File: src/hw/rtl/isbc_pkg.sv
// Shared types, constants and helpers for the IMU scale, bias and calibration block.
`timescale 1ns / 1ps
package isbc_pkg;

  localparam int unsigned RAW_W     = 16;
  localparam int unsigned DATA_W    = 32;
  localparam int unsigned SCALE_W   = 32;
  localparam int unsigned SUM_W     = 48;
  localparam int unsigned CNT_W     = 16;
  localparam int unsigned DIV_W     = 48;
  localparam int unsigned DIV_STEPS = DIV_W;
  localparam int unsigned NUM_LANES = 6;

  localparam int unsigned MAX_CAL_SAMPLES_DEF = 65535;

  localparam logic [SCALE_W-1:0] ACCEL_SCALE_RST = 32'd20084;
  localparam logic [SCALE_W-1:0] GYRO_SCALE_RST  = 32'd1023001;

  localparam logic signed [DATA_W-1:0] GRAVITY_Q16     = 32'sd642689;
  localparam logic signed [DATA_W-1:0] TEMP_OFFSET_Q16 = 32'sd1376256;
  localparam logic [23:0]              TEMP_MUL        = 24'd6553600;
  localparam logic [CNT_W-1:0]         TEMP_DIV        = 16'd33387;
  localparam logic [CNT_W-1:0]         TEMP_HALF       = TEMP_DIV >> 1;
  localparam logic [7:0]               TEMP_WHOLE      = 8'(TEMP_MUL / 24'(TEMP_DIV));
  localparam logic [CNT_W-1:0]         TEMP_FRAC       = CNT_W'(TEMP_MUL % 24'(TEMP_DIV));
  localparam int unsigned              TEMP_RECIP_SH   = 45;
  localparam logic [29:0]              TEMP_RECIP      =
    30'((64'd1 << TEMP_RECIP_SH) / 64'(TEMP_DIV));

  localparam logic [65:0] GRAV_LO = 66'd49 << 32;
  localparam logic [65:0] GRAV_HI = 66'd169 << 32;

  typedef enum logic [1:0] {
    OP_MEASURE = 2'd0,
    OP_SAMPLE  = 2'd1,
    OP_FINISH  = 2'd2,
    OP_NONE    = 2'd3
  } op_t;

  typedef enum logic [1:0] {
    ST_MEASURED = 2'd0,
    ST_READ_ERR = 2'd1,
    ST_CAL_OK   = 2'd2,
    ST_CAL_KEPT = 2'd3
  } status_t;

  typedef enum logic {
    CFG_ACCEL_SCALE = 1'b0,
    CFG_GYRO_SCALE  = 1'b1
  } cfg_idx_t;

  typedef enum logic [2:0] {
    S_IDLE,
    S_PREP,
    S_DIV,
    S_DONE,
    S_OUT
  } state_t;

  typedef struct packed {
    logic load;
    logic start;
    logic step;
    logic sample;
    logic finish;
  } lane_ctrl_t;

  function automatic logic signed [DATA_W-1:0] sat32(input logic signed [63:0] v);
    logic signed [DATA_W-1:0] r;
    if (v > 64'sd2147483647) r = 32'sh7fffffff;
    else if (v < -64'sd2147483648) r = 32'sh80000000;
    else r = v[DATA_W-1:0];
    return r;
  endfunction

endpackage

File: src/hw/rtl/isbc_sdiv.sv
// Restoring serial divider, one quotient bit per step.
`timescale 1ns / 1ps
module isbc_sdiv (
  input  logic                         clk,
  input  logic                         start,
  input  logic                         step,
  input  logic [isbc_pkg::DIV_W-1:0]   dividend,
  input  logic [isbc_pkg::CNT_W-1:0]   divisor,
  output logic [isbc_pkg::DIV_W-1:0]   quotient
);

  logic [isbc_pkg::DIV_W-1:0] mag_r, mag_nxt;
  logic [isbc_pkg::CNT_W-1:0] rem_r, rem_nxt;
  logic [isbc_pkg::CNT_W:0]   rem_sh;
  logic                       qbit;

  always_comb begin
    rem_sh  = {rem_r, mag_r[isbc_pkg::DIV_W-1]};
    qbit    = rem_sh >= {1'b0, divisor};
    rem_nxt = qbit ? rem_sh[isbc_pkg::CNT_W-1:0] - divisor : rem_sh[isbc_pkg::CNT_W-1:0];
    mag_nxt = {mag_r[isbc_pkg::DIV_W-2:0], qbit};
  end

  always_ff @(posedge clk) begin
    if (start) begin
      mag_r <= dividend;
      rem_r <= '0;
    end else if (step) begin
      mag_r <= mag_nxt;
      rem_r <= rem_nxt;
    end
  end

  assign quotient = mag_r;

endmodule

File: src/hw/rtl/isbc_lane.sv
// One axis lane: scaling, bias correction, accumulation and mean for calibration.
`timescale 1ns / 1ps
module isbc_lane (
  input  logic                              clk,
  input  logic                              rst_n,
  input  isbc_pkg::lane_ctrl_t              ctrl,
  input  logic signed [isbc_pkg::RAW_W-1:0] raw,
  input  logic [isbc_pkg::SCALE_W-1:0]      scale,
  input  logic [isbc_pkg::CNT_W-1:0]        count,
  input  logic signed [isbc_pkg::DATA_W-1:0] offset,
  output logic signed [isbc_pkg::DATA_W-1:0] corrected,
  output logic signed [isbc_pkg::DATA_W-1:0] bias
);

  logic signed [48:0] prod, rnd;
  logic signed [40:0] shr;
  logic signed [isbc_pkg::DATA_W-1:0] scaled_r;
  logic signed [isbc_pkg::DATA_W-1:0] bias_r, bias_nxt;
  logic signed [isbc_pkg::SUM_W-1:0]  sum_r, sum_nxt;
  logic signed [isbc_pkg::DATA_W:0]   diff;
  logic [isbc_pkg::SUM_W-1:0]         sum_mag;
  logic [isbc_pkg::DIV_W-1:0]         dividend, quot;
  logic                               neg_r;
  logic signed [49:0]                 mean;

  always_comb begin
    prod = $signed(raw) * $signed({1'b0, scale});
    rnd  = prod + 49'sd128;
    shr  = rnd[48:8];
    diff = {scaled_r[isbc_pkg::DATA_W-1], scaled_r} - {bias_r[isbc_pkg::DATA_W-1], bias_r};
    corrected = isbc_pkg::sat32(64'(diff));
    sum_mag  = sum_r[isbc_pkg::SUM_W-1] ? isbc_pkg::SUM_W'(-sum_r) : isbc_pkg::SUM_W'(sum_r);
    dividend = sum_mag + isbc_pkg::DIV_W'(count >> 1);
    mean     = neg_r ? -$signed({2'b00, quot}) : $signed({2'b00, quot});
    mean     = mean - 50'(offset);
    bias_nxt = isbc_pkg::sat32(64'(mean));
    sum_nxt  = sum_r + isbc_pkg::SUM_W'(scaled_r);
  end

  isbc_sdiv u_div (
    .clk      (clk),
    .start    (ctrl.start),
    .step     (ctrl.step),
    .dividend (dividend),
    .divisor  (count),
    .quotient (quot)
  );

  always_ff @(posedge clk) begin
    if (ctrl.load) scaled_r <= isbc_pkg::sat32(64'(shr));
    if (ctrl.start) neg_r <= sum_r[isbc_pkg::SUM_W-1];
  end

  always_ff @(posedge clk) begin
    if (!rst_n) begin
      bias_r <= '0;
      sum_r  <= '0;
    end else if (ctrl.finish) begin
      if (count != '0) bias_r <= bias_nxt;
      sum_r <= '0;
    end else if (ctrl.sample) begin
      sum_r <= sum_nxt;
    end
  end

  assign bias = bias_r;

endmodule

File: config.mk
export PLATFORM = sky130hd
export DESIGN_NAME = isbc_lane
export DESIGN_NICKNAME = d
export VERILOG_FILES = /design/src/hw/rtl/isbc_pkg.sv /design/src/hw/rtl/isbc_sdiv.sv /design/src/hw/rtl/isbc_lane.sv
export SDC_FILE = /design/constraint.sdc
export NUM_CORES = 2
export LEC_CHECK = 0
export ABC_AREA = 1
export BUFFER_PORTS_ARGS = -buffer_cell sky130_fd_sc_hd__buf_2
export CORE_MARGIN = 2
export CORE_UTILIZATION = 35
export DETAILED_ROUTE_END_ITERATION = 7
export HOLD_SLACK_MARGIN = 0.1
export MAX_ROUTING_LAYER = met4
export PLACE_DENSITY = 0.59
export SKIP_CTS_REPAIR_TIMING = 1
export SYNTH_ARGS = -nofsm -noshare
export SYNTH_HDL_FRONTEND = slang
export SYNTH_SLANG_ARGS = --single-unit
export TNS_END_PERCENT = 10
File: constraint.sdc
create_clock -name clk -period 23 [get_ports clk]
set_input_delay 4.6 -clock clk [delete_from_list [all_inputs] [get_ports clk]]
set_output_delay 4.6 -clock clk [all_outputs]
set_load 0.02 [all_outputs]
==> impl_metrics.yaml <==
place:
  gp_congestion: 1.00
  pre_cts_ws_ns: 11.03
  port_buffers: 166
  place_hpwl_um: 117000
cts:
  cts_tree: "done"
  clock-sinks: 177
  path_clk_slew_ns: 0.07
  cts_inserted_buffers: 17
  clock-root-buffer: "clkbuf_16"
  clk_path_buf_depth: 2
  htreeDepth: 4
  clock_latency_ns: 0.49
status:
  status: "finished clean"
grt:
  grt_usage_pct: 24.8
  grt_max_degree: 62
  globalRouteOverflowTotal: 0
  antenna_found_initial: 6
  grt_pass1_vias: 37149
  grt_first_pass_wirelength_um: 216000
routing:
  wirelength_um: 138000
  drc: 0
  firstDrtPassIters: 7
  vias_per_cell: 4.99
  drt_iter0_drc: 3078
  via_count: 37701
  wl_per_cell_um: 18.3
  antenna_left: 0
cells_and_area:
  fill_cells: 12167
  area_growth_pct: 6.69
  drive_above_1_share_pct: 4.40
  nNetsFinal: 6888
worst_setup_path:
  reg2reg_to: "bias[16]$_SDFFE_PN0P_"
  startpoint_type: "primary input"
  worstPathArrival_ns: 11.67
  r2r_cells: 27
  cp_common_cell: "fa_1"
  r2r_setup_slack_ns: 16.30
  r2r_start: "u_div.quotient[0]$_DFFE_PP_"
  slowest_stage: "nand2_1"
  cp-end-kind: "flip-flop"
  required_ns: 23.20
  cp_max_fo: 32
  slowest_delay_ns: 0.72
  worstSetupPathType: "primary input to flip-flop"
worst_hold_path:
  min_to: "u_div.rem_r[15]$_SDFFE_PP0P_"
  whs_path_depth: 2
  hold_class: "flip-flop to flip-flop"
  worstHoldStart: "u_div.rem_r[15]$_SDFFE_PP0P_"
synthesis:
  ys_seq_area_share_pct: 11.1
  avgSynthCellArea_um2: 6.52
  syn_nets: 6864
  yosysTopAreaCell: "fa_1"
  ys_top_cells_by_area: "fa_1 22%, nand2_1 16%, inv_1 13%"
  synthCells: 6028
  ys.flop_type: "dfxtp_1"
  synth_area_um2: 39300
  synth_warnings: 0
  ys_types: 59
  synth_edf_count: 81
  yosys.area.top_type_share_pct: 21.5
  ys_async_sr_fraction_pct: 0
  ys_ff_latch: 177
timing:
  layout_setup_ws_ns: 11.53
  skew_ns: 0.0210
  timing.slew.headroom_pct: 15.6
  tns_ns: 0
  worstMarginPinSlew_ns: 1.26
  max_freq_ghz: 0.0872
  maxSlewViolCount: 0
  setup_viol_count_final: 0
  finalHoldViolations: 0
  rsz0062_at_grt: "no"
  period_share_pct: 49.9
  period_minus_slack_ns: 11.47
  whs_ns: 0.479
floorplanning:
  die_h_um: 339
  pin_count: 167
  initial_core_util_pct: 35.4
  core_um2: 111000
  die_x_um: 339
  fp-row-count: 122
  die-area_um2: 115000
run:
  drv_cap: 0
## per-layer routing
layer / global-route usage (%) / share of wire (%) / vias to the layer above
li1: - / - / 18401
met1: 34.4 / 47 / 17982
met2: 39.2 / 45 / 1202
met3: 2.66 / 6.3 / 116
met4: 4.55 / 1.7 / 0
met5: - / 0 / -
## metrics by stage
stage | utilization (%) | instance area, um2 | instances
after floorplan | - | 39300 | 6028
after global placement | 37.3 | 41400 | 7521
after detailed placement | 37.3 | 41400 | 7521
after CTS | 37.8 | 41900 | 7553
after global routing | 37.8 | 41900 | 7554
final | 37.8 | 41900 | 7556
## worst max-delay path: cells and delay by family
kind | cells | cell delay (ns)
simple gates | 12 | 2.12
fa+ha+maj | 7 | 3.51
compound gates | 3 | 0.56
buf+inv | 6 | 0.86
## logic make-up (layout without fill, tap and decap cells)
kind of cell | Yosys count | after routing | synth area share (%)
AO/OA/AOI/OAI | 725 | 725 | 10.1
XOR/XNOR | 245 | 245 | 5.52
adder cells (fa/ha/maj) | 733 | 733 | 31.4
buffers and inverters | 1557 | 1594 | 15.1
flip-flops | 177 | 177 | 11.1
other | 0 | 3 | 0
AND/OR/NAND/NOR | 2591 | 2591 | 26.8
## cells in the final DEF (no fill, tap or decap), drive strengths merged, types with 20 or more instances in the layout
cell type  instances
nand4             71
a31oi             30
nor3              55
nor4              20
ha               310
xnor2             76
o211ai            26
a21o              21
xor2             169
inv             1392
a21oi            328
nand2           1685
dfxtp             96
edfxtp            81
buf              174
o21ai            259
nand3            217
clkbuf            22
nor2             502
fa               423
## how the worst max path moves through the flow
stage / to / slack, ns / depth (start not counted) / from
final: scaled_r[30]$_SDFFCE_PN1P_ / 11.53 / 28 / raw[6]
after global routing: scaled_r[18]$_SDFFCE_PN1P_ / 10.99 / 28 / raw[6]
after CTS: scaled_r[30]$_SDFFCE_PN1P_ / 11.54 / 28 / raw[6]
after detailed placement: scaled_r[30]$_SDFFCE_PN1P_ / 11.03 / 28 / raw[6]
after global placement: scaled_r[25]$_SDFFCE_PN1P_ / 11.03 / 28 / raw[6]
after floorplan: scaled_r[17]$_SDFFCE_PN1P_ / 12.49 / 28 / scale[20]
## state kept, by name (all words and copies together), names as in the netlist
signal	cells
neg_r	1
u_div.quotient	48
scaled_r	32
u_div.rem_r	16
sum_r	48
bias	32
## Yosys cell counts, types with 81 or more instances
cell	count
ha_1	310
fa_1	423
edfxtp_1	81
xor2_1	167
nor2_1	489
o21ai_0	250
clkbuf_1	147
inv_1	1382
a21oi_1	325
dfxtp_1	96
nand2_1	1676
nand3_1	211
## layout make-up
| class | count | area (um2) | area share, % |
|---|---|---|---|
| multi-input cells | 4294 | 29100 | 69.3 |
| clock buffers | 22 | 448 | 1.07 |
| well taps | 1488 | 1860 | 4.44 |
| diodes | 3 | 7.51 | 0.0179 |
| flip-flops and latches | 177 | 4360 | 10.4 |
| clock inverters | 10 | 113 | 0.268 |
| inverters | 1388 | 5210 | 12.4 |
| repair buffers | 174 | 891 | 2.12 |
Power is not shown: default switching activity piles up to over one toggle a cycle in this logic, so the estimate is an artifact.
